[src/sv/mi4_pkg.sv]
// Shared types, constants and the cofactor term table for the 4x4 inverse core.
package mi4_pkg;

	localparam int ELEM_W        = 32;
	localparam int ELEMS         = 16;
	localparam int IDX_W         = 4;
	localparam int MIN_DET_W     = 31;
	localparam int ADJ_W         = 100;
	localparam int DET_W         = 134;
	localparam int LIMB_W        = 32;
	localparam int P_W           = 128;
	localparam int R_W           = 160;
	localparam int Q_W           = 33;
	localparam int BIT_W         = 6;
	localparam int TDATA_OUT_W   = 40;
	localparam int TUSER_OUT_W   = 2;
	localparam int FRAC_BITS_DEF = 16;
	localparam int TERMS         = 6;

	localparam logic [MIN_DET_W-1:0] MIN_DET_RST = 31'd1;
	localparam logic                 REG_MIN_DET = 1'b0;
	localparam logic [ELEM_W-1:0]    VAL_POS_SAT = 32'h7FFF_FFFF;
	localparam logic [ELEM_W-1:0]    VAL_NEG_SAT = 32'h8000_0000;
	localparam logic [Q_W-1:0]       Q_POS_MAX   = 33'h0_7FFF_FFFF;
	localparam logic [Q_W-1:0]       Q_NEG_MAX   = 33'h0_8000_0000;

	typedef enum logic [4:0] {
		ST_LOAD, ST_RD0, ST_LDP, ST_MUL1, ST_MVP, ST_MULH, ST_MULL, ST_ACC, ST_STORE,
		ST_DRD, ST_DMUL, ST_DACC, ST_CHK, ST_TEST, ST_SING,
		ST_VPREP, ST_VSTART, ST_VSTEP, ST_VOUT
	} state_t;

	typedef enum logic [1:0] {P_HOLD, P_RAM, P_RES, P_ADJ} psel_t;

	typedef struct packed {
		logic [IDX_W-1:0] a0;
		logic [IDX_W-1:0] a1;
		logic [IDX_W-1:0] a2;
		logic             neg;
	} term_t;

	typedef struct packed {
		logic             wr_en;
		logic [IDX_W-1:0] wr_addr;
		logic             rd_en;
		logic [IDX_W-1:0] rd_addr;
		psel_t            p_sel;
		logic             mul_en;
		logic             mul_first;
		logic [1:0]       mul_limb;
		logic             acc_en;
		logic             acc_set;
		logic             acc_neg;
		logic             adj_wr;
		logic [IDX_W-1:0] adj_idx;
		logic             det_en;
		logic             det_first;
		logic             chk;
		logic             div_prep;
		logic             div_start;
		logic             div_step;
		logic             out_wr;
		logic             out_sing;
		logic             out_last;
	} cmd_t;

	typedef struct packed {
		logic out_free;
		logic singular;
	} sts_t;

	// One signed triple product of the 3x3 minor for cofactor k = row*4+col.
	function automatic term_t cof_term(input logic [IDX_W-1:0] k, input logic [2:0] t);
		logic [1:0] r;
		logic [1:0] c;
		logic [1:0] rr [3];
		logic [1:0] cc [3];
		logic [1:0] pm [3];
		logic       pn;
		term_t      o;
		r = k[3:2];
		c = k[1:0];
		for (int j = 0; j < 3; j++) begin
			rr[j] = (2'(j) < r) ? 2'(j) : 2'(j + 1);
			cc[j] = (2'(j) < c) ? 2'(j) : 2'(j + 1);
		end
		unique case (t)
			3'd0: begin pm[0] = 2'd0; pm[1] = 2'd1; pm[2] = 2'd2; pn = 1'b0; end
			3'd1: begin pm[0] = 2'd0; pm[1] = 2'd2; pm[2] = 2'd1; pn = 1'b1; end
			3'd2: begin pm[0] = 2'd1; pm[1] = 2'd0; pm[2] = 2'd2; pn = 1'b1; end
			3'd3: begin pm[0] = 2'd1; pm[1] = 2'd2; pm[2] = 2'd0; pn = 1'b0; end
			3'd4: begin pm[0] = 2'd2; pm[1] = 2'd0; pm[2] = 2'd1; pn = 1'b0; end
			3'd5: begin pm[0] = 2'd2; pm[1] = 2'd1; pm[2] = 2'd0; pn = 1'b1; end
			default: begin pm[0] = 2'd0; pm[1] = 2'd1; pm[2] = 2'd2; pn = 1'b0; end
		endcase
		o.a0  = {rr[0], cc[pm[0]]};
		o.a1  = {rr[1], cc[pm[1]]};
		o.a2  = {rr[2], cc[pm[2]]};
		o.neg = pn ^ r[0] ^ c[0];
		return o;
	endfunction

endpackage

[src/sv/mi4_ctrl.sv]
// Sequencer for loading, cofactor and determinant passes, and the per-entry divide.
module mi4_ctrl import mi4_pkg::*; (
	input  logic clk,
	input  logic arst_n,
	input  logic s_axis_tvalid,
	output logic s_axis_tready,
	input  sts_t sts,
	output cmd_t cmd
);

	state_t           state_q, state_d;
	logic [IDX_W-1:0] load_q, load_d;
	logic [IDX_W-1:0] cof_q, cof_d;
	logic [2:0]       term_q, term_d;
	logic [1:0]       limb_q, limb_d;
	logic [BIT_W-1:0] bit_q, bit_d;
	term_t            tm;

	assign tm = cof_term(cof_q, term_q);

	always_ff @(posedge clk or negedge arst_n) begin
		if (!arst_n) begin
			state_q <= ST_LOAD;
			load_q  <= '0;
			cof_q   <= '0;
			term_q  <= '0;
			limb_q  <= '0;
			bit_q   <= '0;
		end else begin
			state_q <= state_d;
			load_q  <= load_d;
			cof_q   <= cof_d;
			term_q  <= term_d;
			limb_q  <= limb_d;
			bit_q   <= bit_d;
		end
	end

	always_comb begin
		state_d       = state_q;
		load_d        = load_q;
		cof_d         = cof_q;
		term_d        = term_q;
		limb_d        = limb_q;
		bit_d         = bit_q;
		cmd           = '0;
		cmd.p_sel     = P_HOLD;
		s_axis_tready = 1'b0;
		unique case (state_q)
			ST_LOAD: begin
				s_axis_tready = 1'b1;
				if (s_axis_tvalid) begin
					cmd.wr_en   = 1'b1;
					cmd.wr_addr = load_q;
					load_d      = load_q + 1'b1;
					if (load_q == IDX_W'(ELEMS - 1)) begin
						cof_d   = '0;
						term_d  = '0;
						state_d = ST_RD0;
					end
				end
			end
			ST_RD0: begin
				cmd.rd_en   = 1'b1;
				cmd.rd_addr = tm.a0;
				state_d     = ST_LDP;
			end
			ST_LDP: begin
				cmd.p_sel   = P_RAM;
				cmd.rd_en   = 1'b1;
				cmd.rd_addr = tm.a1;
				state_d     = ST_MUL1;
			end
			ST_MUL1: begin
				cmd.mul_en    = 1'b1;
				cmd.mul_first = 1'b1;
				cmd.mul_limb  = 2'd0;
				cmd.rd_en     = 1'b1;
				cmd.rd_addr   = tm.a2;
				state_d       = ST_MVP;
			end
			ST_MVP: begin
				cmd.p_sel = P_RES;
				state_d   = ST_MULH;
			end
			ST_MULH: begin
				cmd.mul_en    = 1'b1;
				cmd.mul_first = 1'b1;
				cmd.mul_limb  = 2'd1;
				state_d       = ST_MULL;
			end
			ST_MULL: begin
				cmd.mul_en   = 1'b1;
				cmd.mul_limb = 2'd0;
				state_d      = ST_ACC;
			end
			ST_ACC: begin
				cmd.acc_en  = 1'b1;
				cmd.acc_set = (term_q == '0);
				cmd.acc_neg = tm.neg;
				if (term_q == 3'(TERMS - 1)) begin
					state_d = ST_STORE;
				end else begin
					term_d  = term_q + 1'b1;
					state_d = ST_RD0;
				end
			end
			ST_STORE: begin
				// cofactor (r,c) lands at c*4+r: the adjugate
				cmd.adj_wr  = 1'b1;
				cmd.adj_idx = {cof_q[1:0], cof_q[3:2]};
				term_d      = '0;
				if (cof_q == IDX_W'(ELEMS - 1)) begin
					cof_d   = '0;
					state_d = ST_DRD;
				end else begin
					cof_d   = cof_q + 1'b1;
					state_d = ST_RD0;
				end
			end
			ST_DRD: begin
				cmd.rd_en   = 1'b1;
				cmd.rd_addr = {2'b00, cof_q[1:0]};
				cmd.p_sel   = P_ADJ;
				cmd.adj_idx = {cof_q[1:0], 2'b00};
				limb_d      = 2'd3;
				state_d     = ST_DMUL;
			end
			ST_DMUL: begin
				cmd.mul_en    = 1'b1;
				cmd.mul_first = (limb_q == 2'd3);
				cmd.mul_limb  = limb_q;
				limb_d        = limb_q - 1'b1;
				if (limb_q == 2'd0) begin
					state_d = ST_DACC;
				end
			end
			ST_DACC: begin
				cmd.det_en    = 1'b1;
				cmd.det_first = (cof_q == '0);
				if (cof_q == IDX_W'(3)) begin
					state_d = ST_CHK;
				end else begin
					cof_d   = cof_q + 1'b1;
					state_d = ST_DRD;
				end
			end
			ST_CHK: begin
				cmd.chk = 1'b1;
				state_d = ST_TEST;
			end
			ST_TEST: begin
				cof_d = '0;
				if (sts.singular) begin
					state_d = ST_SING;
				end else begin
					state_d = ST_VPREP;
				end
			end
			ST_SING: begin
				if (sts.out_free) begin
					cmd.out_wr   = 1'b1;
					cmd.out_sing = 1'b1;
					cmd.out_last = 1'b1;
					state_d      = ST_LOAD;
				end
			end
			ST_VPREP: begin
				cmd.div_prep = 1'b1;
				cmd.adj_idx  = cof_q;
				state_d      = ST_VSTART;
			end
			ST_VSTART: begin
				cmd.div_start = 1'b1;
				bit_d         = '0;
				state_d       = ST_VSTEP;
			end
			ST_VSTEP: begin
				cmd.div_step = 1'b1;
				bit_d        = bit_q + 1'b1;
				if (bit_q == BIT_W'(Q_W - 1)) begin
					state_d = ST_VOUT;
				end
			end
			ST_VOUT: begin
				cmd.adj_idx = cof_q;
				if (sts.out_free) begin
					cmd.out_wr   = 1'b1;
					cmd.out_last = (cof_q == IDX_W'(ELEMS - 1));
					cof_d        = cof_q + 1'b1;
					if (cof_q == IDX_W'(ELEMS - 1)) begin
						state_d = ST_LOAD;
					end else begin
						state_d = ST_VPREP;
					end
				end
			end
			default: state_d = ST_LOAD;
		endcase
	end

`ifndef SYNTH
	a_out_slot: assert property (@(posedge clk) disable iff (!arst_n)
		cmd.out_wr |-> sts.out_free)
		else $error("result written over an untaken word");

	a_load_idle: assert property (@(posedge clk) disable iff (!arst_n)
		(state_q != ST_LOAD) |-> (load_q == '0))
		else $error("element count not at zero while computing");

	a_mid_run: assert property (@(posedge clk) disable iff (!arst_n)
		(cmd.out_wr && !cmd.out_last) |=> (state_q != ST_LOAD))
		else $error("run ended before its last result");
`endif

endmodule

[config.mk]
export PLATFORM = sky130hd
export DESIGN_NAME = mi4_ctrl
export DESIGN_NICKNAME = d
export VERILOG_FILES = /design/src/sv/mi4_pkg.sv /design/src/sv/mi4_ctrl.sv
export SDC_FILE = /design/constraint.sdc
export NUM_CORES = 1
export LEC_CHECK = 0
export BUFFER_PORTS_ARGS = -buffer_cell sky130_fd_sc_hd__buf_2
export CAP_MARGIN = 10
export CELL_PAD_IN_SITES_DETAIL_PLACEMENT = 1
export CELL_PAD_IN_SITES_GLOBAL_PLACEMENT = 1
export CORE_UTILIZATION = 37
export DETAILED_ROUTE_END_ITERATION = 7
export PLACE_DENSITY = 0.85
export SETUP_SLACK_MARGIN = 0.4
export SLEW_MARGIN = 20
export SYNTH_ARGS = -nofsm -noshare
export SYNTH_HDL_FRONTEND = slang
export SYNTH_SLANG_ARGS = --single-unit
export TNS_END_PERCENT = 5
[constraint.sdc]
create_clock -name clk -period 2.4 [get_ports clk]
set_input_delay 0.72 -clock clk [delete_from_list [all_inputs] [get_ports clk]]
set_output_delay 0.72 -clock clk [all_outputs]
set_load 0.02 [all_outputs]
# [Word level (Yosys, flattened, before mapping)]
# Index checks and enable logic that the tools add are counted.
[classes] n_addsub=5 order_cmp=9 eq_ne=36 muxes=63 n_bitwise=5 reduce_logical=16
[op_table] op="$pmux 5 s19" n=1
[op_table] op="$eq 5x4->1 const B" n=8
[op_table] op="$mux 5" n=8
[op_table] op="$mux 4" n=8
[op_table] op="$pmux 6 s5" n=1
[op_table] op="$eq 5x3->1 const B" n=4
[op_table] op="$pmux 4 s5" n=1
[op_table] op="$pmux 5 s4" n=1
[op_table] op="$mux 2" n=9
[op_table] op="$mux 3" n=6
[op_table] op="$mux 1" n=16
[op_table] op="$ne 2x2->1 const B" n=8
[op_table] op="$eq 5x5->1 const B" n=3
[op_table] op="$bmux 2 s2" n=3
[op_table] op="$pmux 4 s3" n=1
[op_table] op="$pmux 6 s2" n=1
[op_table] op="$eq 5x2->1 const B" n=2
[op_table] op="$ge 3x3->1 const B" n=3
[op_table] op="$not 2->3" n=3
[op_table] op="$pmux 3 s3" n=1
[op_table] op="$add 4x1->4 const B" n=2
[op_table] op="$eq 4x4->1 const B" n=2
[op_table] op="$lt 1x2->1 const A" n=4
[op_table] op="$pmux 2 s2" n=2
[op_table] op="28 further kinds" n=36
[word_totals] ff_bits=24 out_inout_bits=34

# [Logic depth before layout (Yosys ltp)]
# Gate-level depths: netlist of run 1.
[depth] word_depth=7 depth_mapped=9

# [Least setup slack after synthesis of run 1]
# Ideal clock, no wire load.
[synth_path] path_kind="reg-to-output" start="register term_q[2]" end="output port cmd[24] (netlist bit)" t_arrival_ns=1.987 required_ns=1.680 slack_ns=-0.307 path_stages_with_launch=10 path_buffers=2 cell_sequence="dfrtp_1 -> clkbuf_1 -> inv_1 -> ha_1 -> clkbuf_1 -> nor2_1 -> a2bb2oi_1 -> o22ai_1 -> a32oi_1 -> o221ai_1"
[synth_rtl] element="from (decl)" line="mi4_ctrl.sv:14" rtl="logic [2:0] term_q, term_d;"
[synth_rtl] element="from (signal assigned)" line="mi4_ctrl.sv:33" rtl="term_q <= term_d;"
[synth_rtl] element="to (decl)" line="mi4_ctrl.sv:8" rtl="output cmd_t cmd"

==> results.py, run 1 <==
metrics = {
    "timing": {
        "skew_ps": 4.21,
        "tightest_slew_ps": 592,
        "slew_headroom_pct": 60.5,
        "timing.final.ws_setup_ps": -446,
        "period_share_pct": 119,
        "fmax_mhz": 351,
        "drv_slew": 0,
        "fin_setup_tns_ps": -1740,
        "min_period_ps": 2850,
        "hold_violations": 0,
        "rsz0062_at_grt": "true",
        "setup_violations": 15,
    },
    "worst_setup_path": {
        "reg2reg_setup_slack_ps": 190,
        "crit_path_max_fanout": 5,
        "cp_data_arrival_time_ps": 2130,
        "slowest_delay_ps": 440,
        "crit_path_start_kind": "flop",
        "worstSetupPathType": "flop to output pin",
        "crit_required_ps": 1680,
        "crit_top_cell": "buf_4",
        "crit_family": "compound AO/OA/AOI/OAI gates",
        "crit_slowest_cell": "dfrtp_1",
        "cp_cell_sequence": "ha_2, ha_4, buf_12, nor2_4, a2bb2oi_2, buf_4, nor2_1, a22oi_1, o2111ai_2, buf_4",
        "cp-end-kind": "output pin",
        "cp_num_buf_inv": 3,
    },
    "clock_network": {
        "root_buffer": "clkbuf_8",
        "cts_made_buffers": 3,
        "clock_path_buffers": 2,
        "clock_sinks": 24,
        "cts_tree": "yes",
        "cts_max_level": 1,
        "cts-hold-fix-buffers": 0,
        "worstSkewPairLatency_ps": 280,
        "clkTransAtPathRegs_ps": 100,
    },
    "synthesis": {
        "ys.flop_type": "dfrtp_1",
        "yosys_warnings": 0,
        "synthTopCellsByArea": "dfrtp_1 26%, ha_1 6.9%, o21ai_0 5.3%",
        "syn_nets": 333,
        "synthArstFlopShare_pct": 100,
        "synth_edf_count": 0,
        "synth_common_cells": "31 x nor2_1, 30 x nand2_1, 25 x o21ai_0",
        "yosysTopAreaCell": "dfrtp_1",
        "ys_seq_elements": 24,
        "yosysMostFrequentCell": "nor2_1",
        "synth.distinct_cells": 56,
        "syn_avg_cell_area_um2": 7.46,
        "yosys.area.top_type_share_pct": 25.5,
        "ys_seq_area_share_pct": 25.5,
        "syn_inst": 315,
        "synth_area_um2": 2350,
    },
    "pwr": {
        "power_uw": 2760,
        "p_sw_uw": 1270,
        "combPwrFrac_pct": 64.5,
        "p_sw_share_pct": 46.1,
        "p_leak_uw": 0.00148,
        "pwr-share-clk_pct": 13.5,
        "ir_drop_mv": 0.540,
        "powerDensity_nw_per_um2": 840,
        "power_frac_seq_pct": 22.0,
        "cell_internal_pwr_uw": 1490,
    },
    "layout": {
        "layout-drive-gt1-share_pct": 39.0,
        "n_antenna_cell": 0,
        "area_delta_synth_final_pct": 39.6,
        "nets": 396,
    },
    "place": {
        "finalWeightedCongestion": 0.891,
        "dp_hpwl_mm": 6.31,
        "port_buffers": 38,
    },
    "flow_run": {
        "cap_viol_max_count": 0,
    },
    "global_route": {
        "grt_pass1_wl_mm": 14.2,
        "first_global_vias": 2835,
        "antenna_found_initial": 0,
        "grt_start_max_net_pins": 25,
        "gr-total-overflow": 0,
        "grt_usage_pct": 27.9,
    },
    "die": {
        "initial_core_util_pct": 39.0,
        "core_um2": 6030,
        "fp.dieH_um": 81.7,
        "die_w_um": 81.7,
        "fp.dieArea_um2": 6680,
        "rows": 28,
        "io_pins": 39,
    },
    "detailed_routing": {
        "top_layer": "met4",
        "antenna_left": 0,
        "wl_met3_um": 378,
        "vias": 2728,
        "post_drt_wl_per_cell_um": 19.1,
        "routed_wl_mm": 8.64,
        "avgViaCountPerCell": 6.04,
        "met2_wirelength_mm": 4.52,
        "drt-pass1-iter-count": 4,
        "met1_length_mm": 3.49,
        "first_iter_violations": 187,
        "drcViolationCount": 0,
    },
    "status": {
        "status": "finished, violations left",
        "violations": "setup timing",
    },
    "min_path": {
        "min_path_type": "input port to async pin",
    },
}
layout by cell type, fill, tap and decap left out, types with 3 or more instances in the layout:
master    instances
buf_4            62
nor2_1           27
nand2_1          26
dfrtp_1          19
o21ai_0          18
a21oi_1          16
nand3_1          15
inv_1            14
nor3_1           11
buf_2            10
buf_6             9
ha_1              8
nand2b_1          6
o21ai_1           6
o211ai_1          6
nor3_2            5
dfrtp_2           5
nor2b_2           4
nand2_2           4
nor2_4            4
o22ai_1           4
a22oi_1           4
mux2i_1           4
xnor2_1           4
a22o_1            3
nor2b_1           3
nor3b_1           3
and2_1            3
a32oi_1           3
nand4_1           3
mux2_2            3
and2_4            3
a31oi_1           3
ha_2              3
clkbuf_8          3
path summary, 6_finish.rpt:
check / start / end / cells past startpoint
worst max register to register: state_q[4] / state_q[0] / 7
max in group asynchronous: arst_n / term_q[0] / 1
worst min register to register: load_q[3] / load_q[3] / 1
min in group clk: load_q[3] / load_q[3] / 1
worst max-delay path: term_q[1] / cmd[23] / 10
worst min-delay path: arst_n / bit_q[1] / 1
timing repair:
item / in CTS / in global routing
buffers inserted: 1 / 1
hold endpoints to repair: 0 / 0
gates resized for setup: 59 / 28
setup endpoints to repair: 44 / 46
pin swaps: 10 / 6
logic make-up after synthesis:
kind of cell             count (synthesis)  synth area share, %
AO/OA/AOI/OAI                           88                 25.2
adder cells (fa/ha/maj)                 13                 6.92
XOR/XNOR                                 5                 1.86
multiplexers                             7                 3.14
AND/OR/NAND/NOR                        136                 29.6
buffers and inverters                   42                 7.77
flip-flops                              24                 25.5
worst register-to-register path, cell delays in order, from the launching register on:
cell and delay, ps:
dfrtp_1 430, buf_12 170, or3b_4 440, buf_4 170, or3_4 390, nand4_1 200
a221o_1 190, o21ai_1 90
layer usage:
metal  vias up  global-route usage [%]
met5         -                       0
met4         0                    13.0
met3        21                    3.89
met2        83                    49.5
met1      1372                    33.1
li1       1252                       -
power groups by stage:
| stage | sequential, uW | clock [uW] | combinational [uW] |
|---|---|---|---|
| global placement | 582 | 0 | 1430 |
| finish | 608 | 371 | 1780 |
| detailed placement | 590 | 0 | 1520 |
| CTS | 599 | 375 | 1690 |
| floorplan | 532 | 0 | 1070 |
| global route | 620 | 396 | 1920 |
final cells by class:
type                            instances  area, um^2
Inverter                               17        66.3
Tap cell                               75        93.8
Clock buffer                            3        41.3
Sequential cell                        24         607
Fill cell                             733        2740
Clock inverter                          1        30.0
Multi-Input combinational cell        249        1790
Timing Repair Buffer                   83         657
state kept, by name (all words and copies together) (netlist names):
signal / cells
load_q: 4
limb_q: 2
term_q: 3
bit_q: 6
cof_q: 4
state_q: 5
metrics by stage:
step / instances / utilization (%) / worst slack (ps) / hold WS, ps / instance area, um^2
floorplan: 315 / - / 87.8 / 424 / 2450
global placement: 446 / 48.7 / -50.4 / 477 / 2940
detailed placement: 446 / 48.7 / -169 / 488 / 2940
CTS: 451 / 53.0 / -437 / 455 / 3190
global route: 452 / 54.5 / -546 / 481 / 3280
finish: 452 / 54.5 / -446 / 433 / 3280
No activity file was read; power rests on OpenSTA's default activity.
==> inputs of run 2 (changes only) <==
--- a/config.mk
+++ b/config.mk
@@ -6,13 +6,14 @@
 export NUM_CORES = 1
 export LEC_CHECK = 0
 export BUFFER_PORTS_ARGS = -buffer_cell sky130_fd_sc_hd__buf_2
-export CAP_MARGIN = 10
+export CAP_MARGIN = 25
 export CELL_PAD_IN_SITES_DETAIL_PLACEMENT = 1
 export CELL_PAD_IN_SITES_GLOBAL_PLACEMENT = 1
 export CORE_UTILIZATION = 37
 export DETAILED_ROUTE_END_ITERATION = 7
 export PLACE_DENSITY = 0.85
 export SETUP_SLACK_MARGIN = 0.4
+export SKIP_CTS_REPAIR_TIMING = 1
 export SLEW_MARGIN = 20
 export SYNTH_ARGS = -nofsm -noshare
 export SYNTH_HDL_FRONTEND = slang
==> run 2 against run 1 <==
The flow still finishes with violations (setup timing). Sequential share of layout area is 0.51 points higher. Critical path depth down 1. Routed wire length is 1.0% higher. Sequential power is 0.8% higher. Power down 2.9%. Critical endpoint is now cmd[24]. Via count is 1.1% lower. Sequential cell count did not move. Die area is the same. Highest routed layer unchanged. Final area fell by 2.5%.
==> results.py, run 2 (same netlist as run 1, synthesis figures left out) <==
metrics = {
    "layout": {
        "n_antenna_cell": 0,
        "final_cell_mix": "52 x buf_4, 27 x nand2_1, 27 x nor2_1, 27 x buf_2, 21 x o21ai_0",
        "layout-drive-gt1-share_pct": 37.3,
        "area_delta_synth_final_pct": 36.2,
        "largest_reg_flops": 6,
        "nets": 397,
        "layoutNonFillerInstCount": 453,
        "fillCellCount": 756,
        "regMostFlops": "bit_q",
        "reg_top3": "bit_q: 6 flops, state_q: 5 flops",
        "fin_util_pct": 53.1,
        "final_common_cell": "buf_4",
    },
    "global_route": {
        "grt_start_max_net_pins": 25,
        "first_global_vias": 2779,
        "gr-total-overflow": 0,
        "antenna_found_initial": 0,
        "grt_pass1_wl_mm": 13.6,
        "grt_usage_pct": 26.7,
    },
    "pwr": {
        "ir_drop_mv": 0.454,
        "p_leak_uw": 0.00146,
        "powerDensity_nw_per_um2": 836,
        "power_uw": 2680,
    },
    "timing": {
        "min_period_ps": 2920,
        "timing.final.ws_setup_ps": -520,
        "hold_violations": 0,
        "drv_slew": 0,
        "fin_setup_tns_ps": -1940,
        "rsz0062_at_grt": "true",
        "skew_ps": 2.22,
        "setup_violations": 16,
        "period_share_pct": 122,
        "fmax_mhz": 343,
        "tightest_slew_ps": 623,
        "slew_headroom_pct": 58.2,
    },
    "clock_network": {
        "clock_sinks": 24,
        "worstSkewPairLatency_ps": 280,
        "clock_path_buffers": 2,
        "cts_made_buffers": 3,
        "cts_tree": "yes",
        "clkTransAtPathRegs_ps": 100,
        "cts_max_level": 1,
        "root_buffer": "clkbuf_8",
    },
    "die": {
        "io_pins": 39,
        "fp.dieH_um": 81.7,
        "initial_core_util_pct": 39.0,
        "fp.dieArea_um2": 6680,
        "core_um2": 6030,
        "die_w_um": 81.7,
        "rows": 28,
    },
    "detailed_routing": {
        "avgViaCountPerCell": 5.96,
        "drt-pass1-iter-count": 4,
        "met1_length_mm": 3.46,
        "met2_wirelength_mm": 4.55,
        "first_iter_violations": 115,
        "wl_met3_um": 460,
        "antenna_left": 0,
        "drcViolationCount": 0,
        "top_layer": "met4",
        "routed_wl_mm": 8.73,
        "post_drt_wl_per_cell_um": 19.3,
        "vias": 2698,
    },
    "place": {
        "dp_slack_ps": -169,
        "dp.cells": 446,
        "finalWeightedCongestion": 0.891,
        "port_buffers": 38,
        "dp_hpwl_mm": 6.31,
    },
    "worst_setup_path": {
        "cp_data_arrival_time_ps": 2200,
        "worstSetupPathType": "flop to output pin",
        "cp-end-kind": "output pin",
        "crit_slowest_cell": "dfrtp_2",
        "critPathLaunch": "term_q[0]",
        "crit_family": "compound AO/OA/AOI/OAI gates",
        "regToRegStartpoint": "state_q[4]",
        "slowest_delay_ps": 480,
        "crit_path_max_fanout": 5,
        "cp_num_buf_inv": 2,
        "crit_path_start_kind": "flop",
        "cp_cell_sequence": "ha_4, ha_4, buf_12, nor2_4, a2bb2oi_2, o22ai_1, a32oi_1, o221ai_2, buf_4",
        "crit_required_ps": 1680,
        "crit_top_cell": "ha_4",
    },
    "flow_run": {
        "cap_viol_max_count": 0,
    },
    "status": {
        "violations": "setup timing",
        "status": "finished, violations left",
    },
    "min_path": {
        "min_path_type": "input port to async pin",
    },
}
run 2: changes by cell type in the layout (fill, tap and decap cells not counted), moves of 2 or more:
cell / delta
nor2_2: +2
and2_4: -3
and2_1: +3
nor2_4: -2
buf_4: -10
ha_2: -3
o21ai_0: +3
buf_6: -6
buf_2: +17
ha_4: +3
o21ai_1: -3
run 2: layer usage:
metal | vias to the layer above | global-route usage [%]
li1 | 1260 | -
met1 | 1322 | 31.4
met2 | 92 | 48.3
met3 | 24 | 3.67
met4 | 0 | 10.7
met5 | - | 0
run 2: worst paths after layout:
| kind | endpoint | slack [ps] | depth (start not counted) |
|---|---|---|---|
| hold / removal | bit_q[1] | 430 | 1 |
| setup / recovery | cmd[24] | -520 | 9 |
| hold reg to reg | load_q[0] | 510 | 1 |
| max in group asynchronous | term_q[0] | 1540 | 1 |
| setup reg to reg | state_q[0] | 130 | 7 |
| min in group clk | load_q[0] | 510 | 1 |
run 2: final cells by class:
class	count	area (um^2)	share of cell area, %
clock buffers	3	41.3	1.29
well taps	75	93.8	2.93
multi-input cells	249	1760	55.1
clock inverters	1	30.0	0.938
repair buffers	84	599	18.7
flip-flops and latches	24	608	19.0
inverters	17	66.3	2.07
run 2: through the flow:
step                hold WS, ps  area [um^2]
global route                480         3200
CTS                         455         3010
finish                      434         3200
detailed placement          488         2940
global placement            477         2940
floorplan                   424         2450
run 2: where the power goes:
| group | internal [uW] | total (uW) | switching [uW] | leakage, uW |
|---|---|---|---|---|
| clock | 224 | 376 | 152 | 0.0000357 |
| combinational | 711 | 1690 | 978 | 0.00112 |
| sequential | 479 | 613 | 134 | 0.000311 |
| total | 1410 | 2680 | 1260 | 0.00146 |
==> inputs of run 3 (changes only) <==
--- a/config.mk
+++ b/config.mk
@@ -11,7 +11,7 @@
 export CELL_PAD_IN_SITES_GLOBAL_PLACEMENT = 1
 export CORE_UTILIZATION = 37
 export DETAILED_ROUTE_END_ITERATION = 7
-export PLACE_DENSITY = 0.85
+export PLACE_DENSITY_LB_ADDON = 0.1
 export SETUP_SLACK_MARGIN = 0.4
 export SKIP_CTS_REPAIR_TIMING = 1
 export SLEW_MARGIN = 20
==> run 3 against run 2 <==
Sequential power decreased by 5.7%. Combinational power increased by 9%. The run still ends with setup timing left. Final area increased by 5.8%. First-iteration DRC count down 31%. Critical endpoint unchanged.
==> results.py, run 3 (same netlist as run 1, synthesis figures left out) <==
metrics = {
    "place": {
        "finalWeightedCongestion": 0.859,
        "placed_cell_area_um2": 2970,
        "dp_hpwl_mm": 6.09,
        "port_buffers": 38,
    },
    "global_route": {
        "grt_usage_pct": 25.3,
        "antenna_found_initial": 0,
        "grt_pass1_wl_mm": 12.8,
        "gr-total-overflow": 0,
        "grt_start_max_net_pins": 25,
        "first_global_vias": 2597,
    },
    "detailed_routing": {
        "routed_wl_mm": 8.21,
        "antenna_left": 0,
        "drt-pass1-iter-count": 4,
        "first_iter_violations": 79,
        "drcViolationCount": 0,
        "post_drt_wl_per_cell_um": 18.0,
        "vias": 2629,
        "avgViaCountPerCell": 5.75,
    },
    "worst_setup_path": {
        "crit_path_start_kind": "flop",
        "worstSetupPathType": "flop to output pin",
        "cp-end-kind": "output pin",
        "cp_data_arrival_time_ps": 2100,
        "crit_required_ps": 1680,
        "crit_path_max_fanout": 6,
        "r2r_end": "cof_q[2]",
        "reg2reg_setup_slack_ps": 250,
        "reg2regPathDepth": 6,
        "regToRegStartpoint": "state_q[1]",
    },
    "timing": {
        "skew_ps": 2.53,
        "whs_ps": 435,
        "min_period_ps": 2820,
        "tightest_slew_ps": 609,
        "rsz0062_at_grt": "true",
        "drv_slew": 0,
        "timing.final.ws_setup_ps": -422,
        "period_share_pct": 118,
        "hold_violations": 0,
        "slew_headroom_pct": 59.4,
        "fmax_mhz": 354,
        "setup_violations": 11,
    },
    "pwr": {
        "ir_drop_mv": 0.582,
        "powerDensity_nw_per_um2": 830,
        "p_leak_uw": 0.00151,
        "power_uw": 2810,
    },
    "die": {
        "fp.dieArea_um2": 6680,
        "initial_core_util_pct": 39.0,
        "core_um2": 6030,
        "io_pins": 39,
        "die_w_um": 81.7,
        "rows": 28,
        "fp.dieH_um": 81.7,
    },
    "status": {
        "violations": "setup timing",
        "status": "finished, violations left",
    },
    "clock_network": {
        "clkTransAtPathRegs_ps": 100,
        "cts_tree": "yes",
        "root_buffer": "clkbuf_8",
        "clock_path_buffers": 2,
        "cts_max_level": 1,
        "worstSkewPairLatency_ps": 280,
        "cts_made_buffers": 3,
        "clock_sinks": 24,
    },
    "flow_run": {
        "cap_viol_max_count": 0,
    },
    "layout": {
        "fin_area_um2": 3390,
        "area_delta_synth_final_pct": 44.1,
        "regMostFlops": "bit_q",
        "final_common_cell": "buf_4",
        "reg_top3": "bit_q: 6 flops, state_q: 5 flops",
        "final_cell_mix": "59 x buf_4, 26 x nor2_1, 24 x nand2_1",
        "layout-drive-gt1-share_pct": 42.4,
        "n_antenna_cell": 0,
        "largest_reg_flops": 6,
        "nets": 401,
    },
    "min_path": {
        "min_path_type": "input port to async pin",
    },
}
-- run 3: cell types whose count changed in the layout (fill, tap and decap cells not counted), moves of 2 or more --
cell / delta
nand3_1: -2
and2_1: -3
nor2b_2: -2
nand3_2: +2
and2_4: +3
buf_6: +12
a21oi_2: +4
buf_4: +7
nand2_2: +3
a21oi_1: -4
o21ai_1: +2
nand2_1: -3
buf_2: -15
-- run 3: area by class of cell --
class                      count  area [um^2]
clock buffer                   3         41.3
inverter                      17         66.3
fill                         758         2640
timing repair buffer          88          712
tap                           75         93.8
clock inverter                 1         30.0
sequential                    24          608
multi-input combinational    249         1840
-- run 3: per-stage QoR --
step           instances  setup WS (ps)  util, %  setup TNS [ps]
2_1_floorplan        315           87.8        -               0
3_3_place_gp         450          -57.9     49.2           -92.7
3_5_place_dp         450           -192     49.2            -347
4_1_cts              454           -518     50.4           -5450
5_1_grt              457           -526     56.2           -2780
6_report             457           -422     56.2           -1510
-- run 3: layer usage --
metal | vias to the layer above | part of all wire, % | track usage (%)
met5 | - | 0 | 0
li1 | 1266 | - | -
met3 | 9 | 3.1 | 2.00
met2 | 43 | 52 | 45.4
met4 | 0 | 1.4 | 7.89
met1 | 1311 | 44 | 31.8
-- run 3: worst max-delay path: stages (launching register included) --
cell,delay [ps]
dfrtp_2,480
ha_4,180
ha_4,200
o21bai_4,140
a22oi_2,90
buf_4,150
o21bai_1,160
a21oi_2,80
o221ai_2,180
buf_4,170
-- run 3: worst max-delay path by stage --
| stage | start | end | slack (ps) | depth (start not counted) |
|---|---|---|---|---|
| after floorplan | term_q[1] | cmd[23] | 90 | 7 |
| after global placement | term_q[1] | cmd[23] | -60 | 8 |
| after detailed placement | term_q[1] | cmd[23] | -190 | 8 |
| after CTS | term_q[1] | cmd[23] | -520 | 8 |
| after global routing | term_q[0] | cmd[23] | -530 | 8 |
| final | term_q[0] | cmd[24] | -420 | 9 |
-- run 3: where the power goes --
group	switching [uW]	total, uW	leakage, uW	internal, uW
logic	1010	1850	0.00116	846
registers	100	578	0.000311	477
clock network	155	379	0.0000357	224
total	1260	2810	0.00151	1550
